### src/tbp_pkg.sv
// ---------------------------------------------------------------------------
// tbp_pkg
// Shared types and constants of the tournament branch predictor.
// ---------------------------------------------------------------------------
`timescale 1ns / 1ps
package tbp_pkg;
   localparam logic [1:0] MODE_STATIC = 2'd0;
   localparam logic [1:0] MODE_GSHARE = 2'd1;
   localparam logic [1:0] MODE_TOURN  = 2'd2;
   localparam logic [1:0] MODE_CUSTOM = 2'd3;
   localparam logic OP_PREDICT = 1'b0;
   localparam logic OP_TRAIN   = 1'b1;
   localparam logic [1:0] REG_MODE  = 2'd0;
   localparam logic [1:0] REG_GHIST = 2'd1;
   localparam logic [1:0] REG_LHIST = 2'd2;
   localparam logic [1:0] REG_PCIDX = 2'd3;
   localparam logic [3:0] CUSTOM_GBITS = 4'd12;
   localparam logic [3:0] CUSTOM_LBITS = 4'd11;
   localparam logic [3:0] CUSTOM_PBITS = 4'd11;
   localparam logic [3:0] CNT_INIT_STD = 4'd1;
   localparam logic [3:0] CNT_INIT_CUS = 4'd7;
   localparam logic [3:0] CNT_TOP_STD  = 4'd3;
   localparam logic [3:0] CNT_TOP_CUS  = 4'd15;
   localparam logic [3:0] CNT_THR_STD  = 4'd2;
   localparam logic [3:0] CNT_THR_CUS  = 4'd8;

   // Commands from controller to datapath.
   typedef struct packed {
      logic clear;     // clear sweep step
      logic capture;   // take the input beat
      logic read;      // launch table reads
      logic finish;    // decide and write back
   } cmd_type;

   // Status from datapath to controller.
   typedef struct packed {
      logic clear_done;
   } sts_type;

   function automatic logic [3:0] bump(input logic [3:0] c, input logic up,
                                       input logic [3:0] top);
      if (up) bump = (c < top) ? c + 4'd1 : c;
      else    bump = (c != 4'd0) ? c - 4'd1 : c;
   endfunction

   function automatic logic [3:0] clip(input logic [3:0] w, input logic [4:0] maxw);
      if (w == 4'd0) clip = 4'd1;
      else if ({1'b0, w} > maxw) clip = maxw[3:0];
      else clip = w;
   endfunction
endpackage

### src/tbp_ctrl.sv
// ---------------------------------------------------------------------------
// tbp_ctrl
// Sequencer: clearing sweep, then capture, read and finish for each beat.
// ---------------------------------------------------------------------------
`timescale 1ns / 1ps
module tbp_ctrl (
   input  logic             clock,
   input  logic             reset,
   input  logic             cfg_write,
   input  logic             req_valid,
   output logic             req_stall,
   input  logic             rsp_busy,
   input  tbp_pkg::sts_type sts,
   output tbp_pkg::cmd_type cmd
);
   typedef enum logic [3:0] {
      ST_CLEAR = 4'b0001,
      ST_IDLE  = 4'b0010,
      ST_READ  = 4'b0100,
      ST_DONE  = 4'b1000
   } state_type;

   state_type state_ff, state_in;

   // Advance the sequence; any register write restarts the sweep.
   always_comb begin
      state_in = state_ff;
      case (state_ff)
         ST_CLEAR: if (sts.clear_done) state_in = ST_IDLE;
         ST_IDLE:  if (req_valid && !rsp_busy) state_in = ST_READ;
         ST_READ:  state_in = ST_DONE;
         ST_DONE:  state_in = ST_IDLE;
         default:  state_in = ST_CLEAR;
      endcase
      if (cfg_write) state_in = ST_CLEAR;
   end

   always_ff @(posedge clock) begin
      if (reset) state_ff <= ST_CLEAR;
      else       state_ff <= state_in;
   end

   // Drop the sweep step on a register write so the sweep starts over.
   assign req_stall   = !(state_ff == ST_IDLE) || rsp_busy;
   assign cmd.clear   = (state_ff == ST_CLEAR) && !cfg_write;
   assign cmd.capture = (state_ff == ST_IDLE) && req_valid && !rsp_busy;
   assign cmd.read    = (state_ff == ST_READ);
   assign cmd.finish  = (state_ff == ST_DONE);
endmodule

### config.mk
export PLATFORM = sky130hd
export DESIGN_NAME = tbp_ctrl
export DESIGN_NICKNAME = d
export VERILOG_FILES = /design/src/tbp_pkg.sv /design/src/tbp_ctrl.sv
export SDC_FILE = /design/constraint.sdc
export NUM_CORES = 1
export LEC_CHECK = 0
export BUFFER_PORTS_ARGS = -buffer_cell sky130_fd_sc_hd__buf_4
export CORE_AREA = 8 8 45 47
export DETAILED_ROUTE_END_ITERATION = 12
export DIE_AREA = 0 0 53 55
export SLEW_MARGIN = 20
export SYNTH_ARGS = -nofsm -noshare
export SYNTH_HDL_FRONTEND = slang
export SYNTH_SLANG_ARGS = --single-unit
### constraint.sdc
create_clock -name clock -period 1.2 [get_ports clock]
set_input_delay 0.24 -clock clock [delete_from_list [all_inputs] [get_ports clock]]
set_output_delay 0.24 -clock clock [all_outputs]
set_load 0.03 [all_outputs]
* Word level (Yosys, flattened, before mapping)
Index checks and enable logic that the tools add are counted.
** Cells by class
- Add/subtract/negate cells :: 0
- Multipliers :: 0
- Divide/modulo/power cells :: 0
- $lt $le $gt $ge :: 0
- Equality and inequality tests :: 6
- Shift operators :: 0
- Muxes and demuxes :: 3
- Bitwise logic cells :: 0
- Reduce and logical (&&, ||, !) cells :: 10
** Operators by type and width (number)
- 4-bit one-hot mux with 4 select lines :: 1
- 4-bit 2-to-1 mux :: 2
- 4-bit by 1-bit == test with 1-bit output (second input constant) :: 1
- 4-bit by 2-bit == test with 1-bit output (second input constant) :: 1
- 4-bit by 3-bit == test with 1-bit output (second input constant) :: 1
- 4-bit == test (second input constant) :: 1
- 1-bit logical AND :: 4
- 2-bit inequality test (second input constant) :: 2
- 1-bit zero test :: 3
- 2-bit AND reduction :: 1
- 2-bit OR reduction :: 1
- 1-bit logical OR :: 1
** Word-level totals
- Register bits after elaboration :: 4
- Bits in latches :: 0
- Memory bits (writable) :: 0
- Memory bits (read-only) :: 0
- Input port bits :: 6
- Output and inout port bits :: 5
- Word-level logic and storage cells :: 20
- Memories :: 0

* Logic depth before layout (Yosys ltp)
- Depth in word-level cells :: 4
- Depth in mapped cells :: 3
- Depth with buffers taken out :: 3

* Least setup slack after synthesis
OpenSTA, ideal clock, no wires.
- Kind :: register to output
- Start :: reg state_ff[3]
- End :: out cmd[3] (netlist bit)
- Arrival time :: 1.401 ns
- Required time :: 0.960 ns
- Setup slack :: -0.441 ns
- Cell stages (with the launch flop) :: 3
- Cell sequence :: dfxtp_1 nand2b_1 nor4_1
** RTL lines
- start: declaration :: line tbp_ctrl.sv:23 : state_type state_ff, state_in;
- start signal: assignment :: line tbp_ctrl.sv:40 : else state_ff <= state_in;
- end: declaration :: line tbp_ctrl.sv:14 : output tbp_pkg::cmd_type cmd

* Final worst setup path
- Start :: reg state_ff[0]
- End :: out req_stall
** On the way
- Word-level cells in the longest chain between the ends :: 3
** RTL lines
- 4-bit by 2-bit == test with 1-bit output :: line tbp_ctrl.sv:44 : assign req_stall = !(state_ff == ST_IDLE) || rsp_busy;
- 1-bit zero test :: line tbp_ctrl.sv:44
- 1-bit logical OR :: line tbp_ctrl.sv:44
- end: declaration :: line tbp_ctrl.sv:11 : output logic req_stall,
No other way between the ends.

==> summary.md <==
| Metric | Value |
|---|---|
| Status | complete, but fails checks |
| Failing checks | negative setup slack |
| Pwr Density | 789 nW/um^2 |
| Full die area | 2920 sq um |
| Post-synth top area share | 0.352 |
| Register area share after synthesis | 0.352 |
| Syn Nets | 32 |
| Worst Path Required | roughly 0.96 ns |
| Worst-path clk slew | about 0.04 ns |
| Fin. max-slew vios | 0 |
| Top delay family on crit path | simple AND/OR/NAND/NOR gates |
| CP Launch Type | flop |
| Area growth syn-to-layout | 115% |
| Critical-path maximum fanout | 3 |
| Layout fillers | 151 |
| Min cycle time layout | around 1.5 ns |
| DR vias/cell | ~4.5 |
| DP Worst Slack | -0.153 ns |
| Nets | 53 |
| TritonCTS buffer count | 3 |
| # hold bufs at CTS | 0 |
| Final worst-path setup slack | -0.329 ns |
| Area after DPL | 385 sq um |
| HP Class | primary input to flop |
| Syn Inst Count | 26 |
| Initial Utilization | 0.165 |
| Largest register FFs | 4 |
| Share of layout cells above drive strength 1 | 0.733 |
| Cell Rows | 14 |
| Area contributors post-synth | dfxtp_1 (35%), nand2b_1 (8.2%), a311oi_1 (7.7%) |
| Synth Warn # | 0 |
| CP cell instances | nor4b_4 -> or2b_4 -> buf_6 |
| PnR Total Power | 386 uW |
| Slew HR | 0.801 |
| Vias in the first global route | 294 |
| CTS tree | done |
| Via count | 275 |
| Mapped cell area | roughly 230 sq um |
| H-tree depth | 1 |
| Post-synth cell types | 17 |
| Post-DRT Antenna Nets | 0 |
| Buf/Inv on CP | 1 |
| Synth area leader | dfxtp_1 |
| Drt wl/cell | 12.9 microns |
| RSZ-0062 raised after global routing | yes |
| Placed wire-length estimate | 553 microns |
| IO Count | 11 |
| Die height | 55 microns |
| Max Freq | 654 MHz |
| Final hold vios | 0 |
| Fin cells | 61 |
| Initial antenna violation count | 0 |
| VDD IR max | 0.000398 V |
| Core Region | 1380 sq um |
| Clk_lat worst skew | 0.24 ns |
| Hold path depth | 4 |
| Root buffer cell | clkbuf_4 |
| First-pass GRT wire length | 1290 microns |
| Die width | 53 microns |
| Worst slew pin tran | about 0.29 ns |
| R2R depth | 4 |
| Buffers added on ports | 10 |
| Ant. Diodes | 0 |
| CP max-delay cell | dfxtp_2 |
| Arr. time, crit path | 1.29 ns |
| Slowest stage delay, CP | 0.33 ns |
| Gr usage total | 0.0678 |
| Final setup violating endpoints | 5 |
| Setup crit end kind | primary output |
| Grt total ovfl | 0 |
| Detailed Routing Iterations Pass 1 | 2 |
| Final WL | 788 microns |
| Placed insts | 58 |
| TritonCTS Sinks | 4 |
| Final instance area | 489 sq um |
| Post-route setup TNS | -1.18 ns |
| Setup Skew | 0.00657 ns |
| DRT iter0 DRCs | 8 |
| P_leak | about 0.00021 uW |
| # Max-Cap Violations | 0 |
| Clock Tree Buf Depth | 2 |
| Residual DRC | 0 |
| Final period utilization | 1.27 |
| RD Place Congestion | 0.694 |
| Reg with most FFs | state_ff |
| Largest net degree at the start of global routing | 6 |
| Worst setup path category | flop to primary output |
| Avg Cell Area, Syn | 8.76 sq um |
| Critical path depth | 3 |
| Largest registers | state_ff (4) |
| Synthesis-stage register bit count | 4 |
-- path summary, 6_finish.rpt --
check,start,end,slack (ns)
min reg2reg,state_ff[2]$_SDFFE_PP0P_,state_ff[0]$_SDFFE_PP1P_,0.55
min,reset,state_ff[1]$_SDFFE_PP0P_,0.31
max,state_ff[0]$_SDFFE_PP1P_,req_stall,-0.33
max reg2reg,state_ff[0]$_SDFFE_PP1P_,state_ff[2]$_SDFFE_PP0P_,0.06
-- tightest hold or removal path: cells and delay by family --
| family | cells | cell delay [ns] |
|---|---|---|
| compound gates | 2 | 0.15 |
| buf+inv | 1 | 0.07 |
| simple gates | 1 | 0.04 |
-- repair_timing --
item | in CTS | in global routing
setup buffers | 1 | 1
gates resized for setup | 12 | 6
endpoints found under the setup margin | 6 | 7
pin swaps | 2 | 2
-- placed cells by master, fill, tap and decap left out, drive strengths merged --
master,Yosys,layout
and3b,1,1
o311ai,1,1
nand2b,3,3
nor2,2,2
or2b,1,1
dfxtp,4,4
nand3b,1,1
nor4,1,1
buf,0,16
inv,2,2
o21a,1,1
o21ai,1,1
a311oi,2,2
a21oi,1,1
nor3,1,1
clkbuf,0,3
and2,2,2
nor4b,1,1
and3,1,1
-- metal layers --
layer  track usage  up-vias  share of wire
met3        0.0455        4          0.061
met4        0.0991        0          0.057
li1              -      134              -
met1        0.0547      128           0.40
met5             0        -              0
met2        0.0938        9           0.48
-- power breakdown --
group          switching (uW)  leakage [uW]  internal (uW)
logic                    33.1      0.000163           41.0
registers                3.12     0.0000332            138
clock network            59.4     0.0000138            112
total                    95.7      0.000210            291
-- through the flow --
step,util,hold WS (ns)
2_1_floorplan,-,0.361
5_1_grt,0.354,0.326
4_1_cts,0.338,0.290
3_3_place_gp,0.278,0.535
6_report,0.354,0.307
3_5_place_dp,0.278,0.549
-- synthesized netlist by cell type --
| library cell | n |
|---|---|
| a21oi_1 | 1 |
| a311oi_1 | 2 |
| and2_1 | 2 |
| and3_2 | 1 |
| and3b_1 | 1 |
| dfxtp_1 | 4 |
| inv_1 | 2 |
| nand2b_1 | 3 |
| nand3b_1 | 1 |
| nor2_1 | 2 |
| nor3_1 | 1 |
| nor4_1 | 1 |
| nor4b_2 | 1 |
| o21a_1 | 1 |
| o21ai_0 | 1 |
| o311ai_0 | 1 |
| or2b_1 | 1 |
-- final cells by class --
type | count | area [sq um] | area share
Multi-Input combinational cell | 20 | 209 | 0.427
Sequential cell | 4 | 83.8 | 0.171
Clock buffer | 3 | 22.5 | 0.0460
Inverter | 2 | 7.51 | 0.0153
Tap cell | 16 | 20.0 | 0.0409
Timing Repair Buffer | 16 | 146 | 0.299
-- cell families (layout without fill, tap and decap cells) --
logic type	count (synthesis)	count (layout)	share of synthesized area
compound gates	6	6	0.192
simple gates	14	14	0.423
flops	4	4	0.352
buf+inv	2	21	0.0330
No activity file was read; power rests on OpenSTA's default activity.
